--- config.mk ---
export PLATFORM = sky130hd
export DESIGN_NAME = mips_rtype_execute_unit
export DESIGN_NICKNAME = d
export VERILOG_FILES = /design/src/sv/mrex_pkg.sv /design/src/sv/mips_rtype_execute_unit.sv /design/src/sv/mrex_regfile.sv /design/src/sv/mrex_iter_unit.sv
export SDC_FILE = /design/constraint.sdc
export NUM_CORES = 2
export LEC_CHECK = 0
export ABC_CLOCK_PERIOD_IN_PS = 8039
export BUFFER_PORTS_ARGS = -buffer_cell sky130_fd_sc_hd__buf_4
export CAP_MARGIN = 15
export CELL_PAD_IN_SITES_DETAIL_PLACEMENT = 1
export CELL_PAD_IN_SITES_GLOBAL_PLACEMENT = 2
export CORE_MARGIN = 5
export CORE_UTILIZATION = 40
export DETAILED_ROUTE_END_ITERATION = 16
export MAX_ROUTING_LAYER = met4
export PLACE_DENSITY_LB_ADDON = 0.1
export SETUP_SLACK_MARGIN = 0.15
export SYNTH_ARGS = -nofsm -noshare
export SYNTH_HDL_FRONTEND = slang
export SYNTH_SLANG_ARGS = --single-unit
--- constraint.sdc ---
create_clock -name aclk -period 8.04 [get_ports aclk]
set_clock_uncertainty 0.15 [all_clocks]
set_input_delay 0.402 -clock aclk [delete_from_list [all_inputs] [get_ports aclk]]
set_output_delay 0.402 -clock aclk [all_outputs]
set_load 0.05 [all_outputs]
--- src/sv/mrex_pkg.sv ---
// shared types and constants for the r-type execute unit
package mrex_pkg;

    localparam int unsigned XLEN = 32;
    localparam int unsigned REG_COUNT = 32;
    localparam int unsigned REG_IDX_W = 5;
    localparam logic [31:0] FAULT_TARGET_RESET = 32'h2000_0000;

    typedef enum logic [1:0] {
        FAULT_NONE     = 2'd0,
        FAULT_OVERFLOW = 2'd1,
        FAULT_ALIGN    = 2'd2,
        FAULT_RESERVED = 2'd3
    } fault_t;

    typedef enum logic [5:0] {
        FN_SLL   = 6'h00,
        FN_SRL   = 6'h02,
        FN_SRA   = 6'h03,
        FN_SLLV  = 6'h04,
        FN_SRLV  = 6'h06,
        FN_SRAV  = 6'h07,
        FN_JR    = 6'h08,
        FN_JALR  = 6'h09,
        FN_MFHI  = 6'h10,
        FN_MTHI  = 6'h11,
        FN_MFLO  = 6'h12,
        FN_MTLO  = 6'h13,
        FN_MULT  = 6'h18,
        FN_MULTU = 6'h19,
        FN_DIV   = 6'h1A,
        FN_DIVU  = 6'h1B,
        FN_ADD   = 6'h20,
        FN_ADDU  = 6'h21,
        FN_SUB   = 6'h22,
        FN_SUBU  = 6'h23,
        FN_AND   = 6'h24,
        FN_OR    = 6'h25,
        FN_XOR   = 6'h26,
        FN_SLT   = 6'h2A,
        FN_SLTU  = 6'h2B
    } funct_t;

    typedef enum logic [2:0] {
        ST_IDLE,
        ST_READ,
        ST_EXEC,
        ST_ITER,
        ST_FINISH,
        ST_OUT
    } state_t;

    typedef enum logic [1:0] {
        IT_NONE,
        IT_MUL,
        IT_DIV
    } iter_op_t;

    typedef struct packed {
        logic     start;
        iter_op_t op;
        logic     sign_a;
        logic     sign_b;
    } iter_ctrl_t;

    typedef struct packed {
        logic        done;
        logic [31:0] hi;
        logic [31:0] lo;
    } iter_stat_t;

endpackage

--- src/sv/mips_rtype_execute_unit.sv ---
// top level: r-type execute sequencer with register file, hi/lo and iterative unit
// flow: an accepted item passes the read, execute and finish states to m_axis_tvalid in out;
// mult/multu/div/divu (div only with a nonzero divisor) add the iter state (32 steps, sign fix-up)
// one item at a time: the next item is accepted only after the result is taken in out;
// s_axis_tready is high only in idle, once the register file clearing pass is done
// reset: synchronous active-low aresetn clears control and hi/lo and loads fault_target
// with FAULT_TARGET_INIT; a clearing pass then zeroes the register file before the first transfer
module mips_rtype_execute_unit #(
    parameter logic [31:0] FAULT_TARGET_INIT = mrex_pkg::FAULT_TARGET_RESET
) (
    input  logic         aclk,
    input  logic         aresetn,
    input  logic         cfg_we,
    input  logic [31:0]  cfg_wdata,
    input  logic         s_axis_tvalid,
    output logic         s_axis_tready,
    // instruction[31:0], pc[63:32], next_pc_in[95:64], load_index[100:96],
    // load_value[132:101], zero fill
    input  logic [135:0] s_axis_tdata,
    input  logic         s_axis_tuser,   // command
    output logic         m_axis_tvalid,
    input  logic         m_axis_tready,
    // fault[1:0], next_pc_out[33:2], wrote_reg[34], dest_index[39:35],
    // dest_value[71:40], hi_value[103:72], lo_value[135:104]
    output logic [135:0] m_axis_tdata
);

    mrex_pkg::state_t state_reg, state_next;
    logic [31:0] fault_target_reg;
    logic [31:0] hi_reg, hi_next, lo_reg, lo_next;
    logic [5:0]  clr_reg, clr_next;
    logic        cmd_reg;
    logic [31:0] ins_reg, pc_reg, npc_reg, ldv_reg;
    logic [4:0]  ldi_reg;
    logic [135:0] out_reg, out_next;

    logic        rf_we;
    logic [4:0]  rf_waddr;
    logic [31:0] rf_wdata, a, b;
    mrex_pkg::iter_ctrl_t ictrl;
    mrex_pkg::iter_stat_t istat;

    logic [4:0]  rs, rt, rd, sh, amt;
    logic [5:0]  fn;
    logic [32:0] sum, dif;
    logic [31:0] shres;
    logic [1:0]  fault;
    logic [31:0] next_pc, dv;
    logic        wr;
    logic [4:0]  di;

    assign rs = ins_reg[25:21];
    assign rt = ins_reg[20:16];
    assign rd = ins_reg[15:11];
    assign sh = ins_reg[10:6];
    assign fn = ins_reg[5:0];

    mrex_regfile u_rf (
        .aclk(aclk), .we(rf_we), .waddr(rf_waddr), .wdata(rf_wdata),
        .raddr_a(rs), .raddr_b(rt), .rdata_a(a), .rdata_b(b)
    );

    mrex_iter_unit u_iter (
        .aclk(aclk), .aresetn(aresetn), .ctrl(ictrl), .op_a(a), .op_b(b), .stat(istat)
    );

    always_comb begin
        sum = {1'b0, a} + {1'b0, b};
        dif = {1'b0, a} - {1'b0, b};
        amt = (fn[2]) ? a[4:0] : sh;
        unique case (fn[1:0])
            2'b10:   shres = b >> amt;
            2'b11:   shres = 32'($signed(b) >>> amt);
            default: shres = b << amt;
        endcase
        fault = mrex_pkg::FAULT_NONE;
        next_pc = npc_reg + 32'd4;
        wr = 1'b0;
        dv = 32'd0;
        di = rd;
        case (fn)
            mrex_pkg::FN_ADD: begin
                if ((a[31] ^ sum[31]) & (b[31] ^ sum[31])) fault = mrex_pkg::FAULT_OVERFLOW;
                else begin wr = 1'b1; dv = sum[31:0]; end
            end
            mrex_pkg::FN_ADDU: begin wr = 1'b1; dv = sum[31:0]; end
            mrex_pkg::FN_SUB: begin
                if ((a[31] ^ b[31]) & (a[31] ^ dif[31])) fault = mrex_pkg::FAULT_OVERFLOW;
                else begin wr = 1'b1; dv = dif[31:0]; end
            end
            mrex_pkg::FN_SUBU: begin wr = 1'b1; dv = dif[31:0]; end
            mrex_pkg::FN_AND: begin wr = 1'b1; dv = a & b; end
            mrex_pkg::FN_OR:  begin wr = 1'b1; dv = a | b; end
            mrex_pkg::FN_XOR: begin wr = 1'b1; dv = a ^ b; end
            mrex_pkg::FN_SLT: begin
                wr = 1'b1; dv = {31'd0, ($signed(a) < $signed(b))};
            end
            mrex_pkg::FN_SLTU: begin wr = 1'b1; dv = {31'd0, dif[32]}; end
            mrex_pkg::FN_SLL, mrex_pkg::FN_SRL, mrex_pkg::FN_SRA,
            mrex_pkg::FN_SLLV, mrex_pkg::FN_SRLV, mrex_pkg::FN_SRAV: begin
                wr = 1'b1; dv = shres;
            end
            mrex_pkg::FN_MFHI: begin wr = 1'b1; dv = hi_reg; end
            mrex_pkg::FN_MFLO: begin wr = 1'b1; dv = lo_reg; end
            mrex_pkg::FN_MTHI, mrex_pkg::FN_MTLO, mrex_pkg::FN_MULT,
            mrex_pkg::FN_MULTU, mrex_pkg::FN_DIV, mrex_pkg::FN_DIVU: begin
            end
            mrex_pkg::FN_JR: begin
                if (a[1:0] != 2'd0) fault = mrex_pkg::FAULT_ALIGN;
                else next_pc = a;
            end
            mrex_pkg::FN_JALR: begin
                if (rd == 5'd0) di = 5'd31;
                wr = 1'b1;
                dv = pc_reg + 32'd8;
                next_pc = (a[1:0] != 2'd0) ? fault_target_reg : a;
            end
            default: fault = mrex_pkg::FAULT_RESERVED;
        endcase
        if (fault != mrex_pkg::FAULT_NONE) begin
            next_pc = npc_reg;
            wr = 1'b0;
        end
        if (cmd_reg) begin
            fault = mrex_pkg::FAULT_NONE;
            next_pc = npc_reg;
            wr = 1'b1;
            di = ldi_reg;
            dv = ldv_reg;
        end
        if (di == 5'd0) wr = 1'b0;
        if (!wr) begin
            di = 5'd0;
            dv = 32'd0;
        end
    end

    always_comb begin
        state_next = state_reg;
        clr_next = clr_reg;
        hi_next = hi_reg;
        lo_next = lo_reg;
        out_next = out_reg;
        rf_we = 1'b0;
        rf_waddr = di;
        rf_wdata = dv;
        ictrl.start = 1'b0;
        ictrl.op = mrex_pkg::IT_NONE;
        ictrl.sign_a = 1'b0;
        ictrl.sign_b = 1'b0;
        s_axis_tready = 1'b0;
        m_axis_tvalid = 1'b0;
        unique case (state_reg)
            mrex_pkg::ST_IDLE: begin
                if (!clr_reg[5]) begin
                    rf_we = 1'b1;
                    rf_waddr = clr_reg[4:0];
                    rf_wdata = 32'd0;
                    clr_next = clr_reg + 6'd1;
                end else begin
                    s_axis_tready = 1'b1;
                    if (s_axis_tvalid) state_next = mrex_pkg::ST_READ;
                end
            end
            mrex_pkg::ST_READ: state_next = mrex_pkg::ST_EXEC;
            mrex_pkg::ST_EXEC: begin
                state_next = mrex_pkg::ST_FINISH;
                if (!cmd_reg) begin
                    case (fn)
                        mrex_pkg::FN_MULT, mrex_pkg::FN_MULTU: begin
                            ictrl.start = 1'b1;
                            ictrl.op = mrex_pkg::IT_MUL;
                            ictrl.sign_a = !fn[0];
                            ictrl.sign_b = !fn[0];
                            state_next = mrex_pkg::ST_ITER;
                        end
                        mrex_pkg::FN_DIV, mrex_pkg::FN_DIVU: begin
                            if (b != 32'd0) begin
                                ictrl.start = 1'b1;
                                ictrl.op = mrex_pkg::IT_DIV;
                                ictrl.sign_a = !fn[0];
                                ictrl.sign_b = !fn[0];
                                state_next = mrex_pkg::ST_ITER;
                            end
                        end
                        mrex_pkg::FN_MTHI: hi_next = a;
                        mrex_pkg::FN_MTLO: lo_next = a;
                        default: begin
                        end
                    endcase
                end
                rf_we = wr;
            end
            mrex_pkg::ST_ITER: begin
                if (istat.done) begin
                    hi_next = istat.hi;
                    lo_next = istat.lo;
                    state_next = mrex_pkg::ST_FINISH;
                end
            end
            mrex_pkg::ST_FINISH: begin
                out_next = {lo_reg, hi_reg, dv, di, wr, next_pc, fault};
                state_next = mrex_pkg::ST_OUT;
            end
            mrex_pkg::ST_OUT: begin
                m_axis_tvalid = 1'b1;
                if (m_axis_tready) state_next = mrex_pkg::ST_IDLE;
            end
            default: state_next = mrex_pkg::ST_IDLE;
        endcase
    end

    assign m_axis_tdata = out_reg;

    always_ff @(posedge aclk) begin
        if (!aresetn) begin
            state_reg <= mrex_pkg::ST_IDLE;
            clr_reg <= 6'd0;
            hi_reg <= 32'd0;
            lo_reg <= 32'd0;
            fault_target_reg <= FAULT_TARGET_INIT;
        end else begin
            state_reg <= state_next;
            clr_reg <= clr_next;
            hi_reg <= hi_next;
            lo_reg <= lo_next;
            if (cfg_we) fault_target_reg <= cfg_wdata;
        end
        out_reg <= out_next;
        if (s_axis_tvalid && s_axis_tready) begin
            cmd_reg <= s_axis_tuser;
            ins_reg <= s_axis_tdata[31:0];
            pc_reg <= s_axis_tdata[63:32];
            npc_reg <= s_axis_tdata[95:64];
            ldi_reg <= s_axis_tdata[100:96];
            ldv_reg <= s_axis_tdata[132:101];
        end
    end

endmodule

--- src/sv/mrex_regfile.sv ---
// 32-entry general register file, one write and two registered reads
module mrex_regfile (
    input  logic        aclk,
    input  logic        we,
    input  logic [4:0]  waddr,
    input  logic [31:0] wdata,
    input  logic [4:0]  raddr_a,
    input  logic [4:0]  raddr_b,
    output logic [31:0] rdata_a,
    output logic [31:0] rdata_b
);

    logic [31:0] mem [mrex_pkg::REG_COUNT];

    always_ff @(posedge aclk) begin
        if (we) begin
            mem[waddr] <= wdata;
        end
        rdata_a <= mem[raddr_a];
        rdata_b <= mem[raddr_b];
    end

endmodule

--- src/sv/mrex_iter_unit.sv ---
// shared iterative unit: radix-2 shift-add multiply and restoring divide
module mrex_iter_unit (
    input  logic                 aclk,
    input  logic                 aresetn,
    input  mrex_pkg::iter_ctrl_t ctrl,
    input  logic [31:0]          op_a,
    input  logic [31:0]          op_b,
    output mrex_pkg::iter_stat_t stat
);

    logic [5:0]  cnt_reg, cnt_next;
    logic        busy_reg, busy_next;
    logic        done_reg, done_next;
    mrex_pkg::iter_op_t op_reg, op_next;
    logic        neg_q_reg, neg_q_next;
    logic        neg_r_reg, neg_r_next;
    logic [31:0] acc_reg, acc_next;
    logic [31:0] qr_reg, qr_next;
    logic [31:0] dvs_reg, dvs_next;
    logic [32:0] sum;
    logic [32:0] trial;
    logic [63:0] prod;
    logic [31:0] ua, ub;

    always_comb begin
        ua = (ctrl.sign_a && op_a[31]) ? (32'd0 - op_a) : op_a;
        ub = (ctrl.sign_b && op_b[31]) ? (32'd0 - op_b) : op_b;
        sum = {1'b0, acc_reg} + (qr_reg[0] ? {1'b0, dvs_reg} : 33'd0);
        trial = {acc_reg, qr_reg[31]} - {1'b0, dvs_reg};
        prod = {acc_reg, qr_reg};
        cnt_next = cnt_reg;
        busy_next = busy_reg;
        done_next = 1'b0;
        op_next = op_reg;
        neg_q_next = neg_q_reg;
        neg_r_next = neg_r_reg;
        acc_next = acc_reg;
        qr_next = qr_reg;
        dvs_next = dvs_reg;
        if (ctrl.start) begin
            busy_next = 1'b1;
            cnt_next = 6'd0;
            op_next = ctrl.op;
            acc_next = 32'd0;
            qr_next = ua;
            dvs_next = ub;
            neg_q_next = (ctrl.sign_a && op_a[31]) ^ (ctrl.sign_b && op_b[31]);
            neg_r_next = ctrl.sign_a && op_a[31];
            if (ctrl.op == mrex_pkg::IT_MUL) begin
                neg_r_next = 1'b0;
            end
        end else if (busy_reg) begin
            if (cnt_reg == 6'd32) begin
                busy_next = 1'b0;
                done_next = 1'b1;
                if (op_reg == mrex_pkg::IT_MUL) begin
                    if (neg_q_reg) begin
                        prod = 64'd0 - prod;
                    end
                    acc_next = prod[63:32];
                    qr_next = prod[31:0];
                end else begin
                    if (neg_q_reg) qr_next = 32'd0 - qr_reg;
                    if (neg_r_reg) acc_next = 32'd0 - acc_reg;
                end
            end else begin
                cnt_next = cnt_reg + 6'd1;
                if (op_reg == mrex_pkg::IT_MUL) begin
                    acc_next = sum[32:1];
                    qr_next = {sum[0], qr_reg[31:1]};
                end else if (!trial[32]) begin
                    acc_next = trial[31:0];
                    qr_next = {qr_reg[30:0], 1'b1};
                end else begin
                    acc_next = {acc_reg[30:0], qr_reg[31]};
                    qr_next = {qr_reg[30:0], 1'b0};
                end
            end
        end
        stat.done = done_reg;
        stat.hi = acc_reg;
        stat.lo = qr_reg;
    end

    always_ff @(posedge aclk) begin
        if (!aresetn) begin
            busy_reg <= 1'b0;
            done_reg <= 1'b0;
            cnt_reg <= 6'd0;
            op_reg <= mrex_pkg::IT_NONE;
        end else begin
            busy_reg <= busy_next;
            done_reg <= done_next;
            cnt_reg <= cnt_next;
            op_reg <= op_next;
        end
        neg_q_reg <= neg_q_next;
        neg_r_reg <= neg_r_next;
        acc_reg <= acc_next;
        qr_reg <= qr_next;
        dvs_reg <= dvs_next;
    end

endmodule

==> results list <==
- Logic pwr share: 14.1%
- Relative contribution of sequential cells to total power: 46.1%
- Synthesized area divided by synthesized cell count: 13.39 µm²
- Clock transition time at the flip-flop clock pins of the worst setup and hold paths: 60 ps
* Crit path required time: 8430 ps
* Ratio of cells with drive above 1 in the final layout: 23.93%
* Pin count of the biggest net entering global routing: 143
- The synthesized netlist devotes 8.357% of its cell area to simple gates.
- Type of origin of the critical path: flip-flop
- Combined global-route utilization of all metal layers: 34.11%
- CP max-delay cell: sky130_fd_sc_hd__a31oi_2
- Hold crit path type: in -> reg
* Starting Density: 40.21%
- After global routing the overflow that remains totals 0.
- Via count: 61,740
- At the end of routability-driven placement, the weighted congestion stood at 1.012.
* Flops & latches, synth: 1,565
* Internal power contribution: 15.09 mW
- Fin. Hold Viols: 0
- Pin placement for this block handled 312 I/O pins.
- Leakage power: 34.04 nW
- The pre-antenna-repair detailed-routing pass consisted of 6 iterations.
- Setup Total Neg Slack: 0 ps
* Switching part of the total: 28.19%
- Max Fanout on Critical Path: 20
* Most used standard cell by instance count after synthesis: sky130_fd_sc_hd__edfxtp_1
- Clock net sink count: 1,565
- Worst Max-Slew Pin Slew: 1278 ps
* Final wirelength: 369.1 mm
- Row generation in the floorplan step produced 168 rows.
* Peak supply drop: 0.2291 mV
* Max Slew Vio Count: 0
- Adder and majority cell fraction of the synthesized area: 2.604%
- The share of total power dissipated in the clock network is 39.8%.
- The tool flagged a number of max-cap violations equal to 0.
- The portion of synthesized area spent on multiplexers is 20.08%.
- Clock root buffer: sky130_fd_sc_hd__clkbuf_16
- Cell-by-cell listing of the critical path: inv_1, ha_1, nor2b_1, or4_1, a2111oi_0, o21ai_0, nand3_1, mux2i_1, nand2b_1, and3_1, nor2_1, a31oi_2, nor2_4, buf_4
* Share of synthesized registers carrying an async set or reset: 0%
* Number of fill cells: 21,020
* Final ANT Viol Nets: 0
- WP data arrival: 7400 ps
- The die covers 219,900 µm².
- Counting tap cells, the placed design contains a total of 9,155 instances.
- Die span in y: 469.0 µm
- The synthesized netlist devotes 2.339% of its cell area to XOR and XNOR gates.
* Clock insertion delay at the later pin of the skew report: 880 ps
- Initial antenna violation count: 29
- Multi-input gate area: 37,590 µm²
- TritonCTS built the clock tree.
- Yosys attributes the largest share of cell area to sky130_fd_sc_hd__edfxtp_1, sky130_fd_sc_hd__mux4_2, sky130_fd_sc_hd__dfxtp_1.
- For this run, the number of standard cells in the final layout without fillers is 9,726.
- The worst path uses 87.24% of the clock period.
- DRC violation total after the first TritonRoute iteration: 6,628
* Inserted Clock Buffers: 176
* Cell Area, Placed: 90,670 µm²
* Detail Placement HPWL: 260.6 mm
* Post-synth top flop: sky130_fd_sc_hd__edfxtp_1
- The design draws 21.01 mW.
- Final period demand of the worst path: 7014 ps
- Register area: 44,880 µm²
- Synthesized-area fraction occupied by ao, oa, aoi and oai cells: 10.63%
* Routed len/inst: 37.95 µm
- From left edge to right edge, the die measures 469.0 µm.
- Synth-to-layout area growth: 17.54%
- The number of global-route vias before repair came to 63,080.
* Critical path capture point type: flip-flop
- Together, buffers and inverters on the worst path number 2.
- Total core area: 209,600 µm²
- Register area share after synthesis: 53.26%
- Most area-hungry cell type in the Yosys netlist: sky130_fd_sc_hd__edfxtp_1
- Power spread over the standard cell area amounts to 212.1 nW/µm².
* Outcome: finished, final reports clean
* Post-Syn Nets: 6,639
* Synth Instances: 6,292
* Count of endpoints failing setup in the final report: 0
- The register with the most flip-flops in the layout has 1,024 of them.
- Summed over all nets, the switching power comes to 5.922 mW.
- The register with the most flip-flops in the final layout is u_rf.mem.
* Critical path start-end classification: reg -> reg
- Setup repair after global routing left no endpoint under its margin.
- Achievable Freq: 142.6 MHz
* Number of synthesized flops with an enable pin: 1,354
- In the final design database the tool counted 7,097 nets.
- The finished cells cover 99,050 µm².
* Remaining design rule violation count: 0
* Number of warnings issued by yosys: 0
- The commonest cells after synthesis are sky130_fd_sc_hd__edfxtp_1, sky130_fd_sc_hd__mux4_2, sky130_fd_sc_hd__nand2_1.
- Yosys cell types: 87
* Slew margin rel.: 14.78%
* Main combinational cell family by area after synthesis: multiplexers
- Global-route wire length before repair: 509.0 mm
- Worst path top cell family by delay: simple AND/OR/NAND/NOR gates
- The clock passes through at most 3 buffers.
* IO Port Bufs: 302
- Clock H-tree levels: 4
* Biggest cell delay along the critical path: 940 ps
- Top cell type's share of synthesized area: 48.25%
* Vias per Instance: 6.348
- Mapped Area: 84,270 µm²
[worst register-to-register path, stage by stage (launching register included)]
cell and delay (ps):
sky130_fd_sc_hd__dfxtp_1 610, sky130_fd_sc_hd__inv_1 280, sky130_fd_sc_hd__ha_1 600, sky130_fd_sc_hd__nor2b_1 250, sky130_fd_sc_hd__or4_1 470, sky130_fd_sc_hd__a2111oi_0 440, sky130_fd_sc_hd__o21ai_0 260, sky130_fd_sc_hd__nand3_1 220
sky130_fd_sc_hd__mux2i_1 410, sky130_fd_sc_hd__nand2b_1 520, sky130_fd_sc_hd__and3_1 510, sky130_fd_sc_hd__nor2_1 190, sky130_fd_sc_hd__a31oi_2 940, sky130_fd_sc_hd__nor2_4 390, sky130_fd_sc_hd__buf_4 430
[logic make-up (layout without fill, tap and decap cells)]
group	Yosys count	count (layout)
adder cells (fa/ha/maj)	173	173
XOR/XNOR	225	225
flip-flops	1565	1565
AO/OA/AOI/OAI	1352	1352
other	0	21
buffers and inverters	612	1220
AND/OR/NAND/NOR	1510	1510
multiplexers	855	855
[final timing paths]
path                                        from                to  slack [ps]  cells after the start
worst min register to register         hi_reg[2]  m_axis_tdata[74]         320                      0
worst max-delay path            u_rf.rdata_b[12]  u_rf.mem[14][12]        1030                     14
worst max register to register  u_rf.rdata_b[12]  u_rf.mem[14][12]        1030                     14
worst min-delay path            s_axis_tdata[14]       ins_reg[14]         100                      2
[power by group through the flow]
| stage | registers, mW | logic [mW] | clock network [mW] |
|---|---|---|---|
| 2_1_floorplan | 10.0 | 1.35 | 0 |
| 3_3_place_gp | 9.81 | 2.82 | 0 |
| 3_5_place_dp | 9.86 | 2.85 | 0 |
| 4_1_cts | 9.69 | 2.95 | 8.49 |
| 5_1_grt | 9.72 | 3.11 | 8.88 |
| 6_report | 9.69 | 2.96 | 8.36 |
[area by class of cell]
| class | count | area share [%] |
|---|---|---|
| Antenna cell | 21 | 0.05306 |
| Clock buffer | 209 | 4.645 |
| Clock inverter | 119 | 1.431 |
| Inverter | 155 | 0.5887 |
| Multi-Input combinational cell | 4115 | 37.96 |
| Sequential cell | 1565 | 45.31 |
| Tap cell | 2805 | 3.543 |
| Timing Repair Buffer | 737 | 6.468 |
[cell usage in the layout (no fill, tap or decap), types with 65 or more instances in the layout]
master                          synthesis  layout
sky130_fd_sc_hd__edfxtp_1            1354    1354
sky130_fd_sc_hd__mux4_2               661     661
sky130_fd_sc_hd__nand2_1              513     513
sky130_fd_sc_hd__buf_4                  0     496
sky130_fd_sc_hd__nor2_1               410     359
sky130_fd_sc_hd__a21oi_1              360     357
sky130_fd_sc_hd__o21ai_0              277     277
sky130_fd_sc_hd__dfxtp_1              211     211
sky130_fd_sc_hd__dlygate4sd3_1          0     210
sky130_fd_sc_hd__clkbuf_16              0     178
sky130_fd_sc_hd__ha_1                 169     169
sky130_fd_sc_hd__xnor2_1              161     161
sky130_fd_sc_hd__inv_1                150     150
sky130_fd_sc_hd__mux2i_1              122     117
sky130_fd_sc_hd__nand3_1              116     115
sky130_fd_sc_hd__nor3_1               109     101
sky130_fd_sc_hd__a31oi_1               75      72
sky130_fd_sc_hd__mux2_2                72      72
sky130_fd_sc_hd__o211ai_1              65      65
sky130_fd_sc_hd__o211a_1               65      65
[per-layer routing]
layer / GRT usage, % / vias up / part of all wire [%] / wire, µm
li1: - / 25910 / - / -
met1: 42.41 / 32580 / 39 / 145800
met2: 54.26 / 2565 / 48 / 175600
met3: 5.098 / 684 / 6.2 / 22850
met4: 18.04 / 0 / 6.7 / 24890
met5: - / - / 0 / 0
[timing repair]
action | 4_1_cts | 5_1_grt
endpoints found under the hold margin | 173 | 0
hold buffers | 210 | 0
buffers inserted | 0 | 0
resized for setup | 0 | 0
[stage by stage]
stage / hold slack (ps) / util [%] / setup slack (ps)
after global placement: 300.7 / 43.26 / 1355
after detailed placement: 303.5 / 43.26 / 1240
after global routing: 60.10 / 47.25 / 830.9
after CTS: 28.02 / 47.14 / 1185
after floorplan: 275.9 / - / 842.2
final: 103.5 / 47.26 / 1026
No activity file was read; power rests on OpenSTA's default activity.
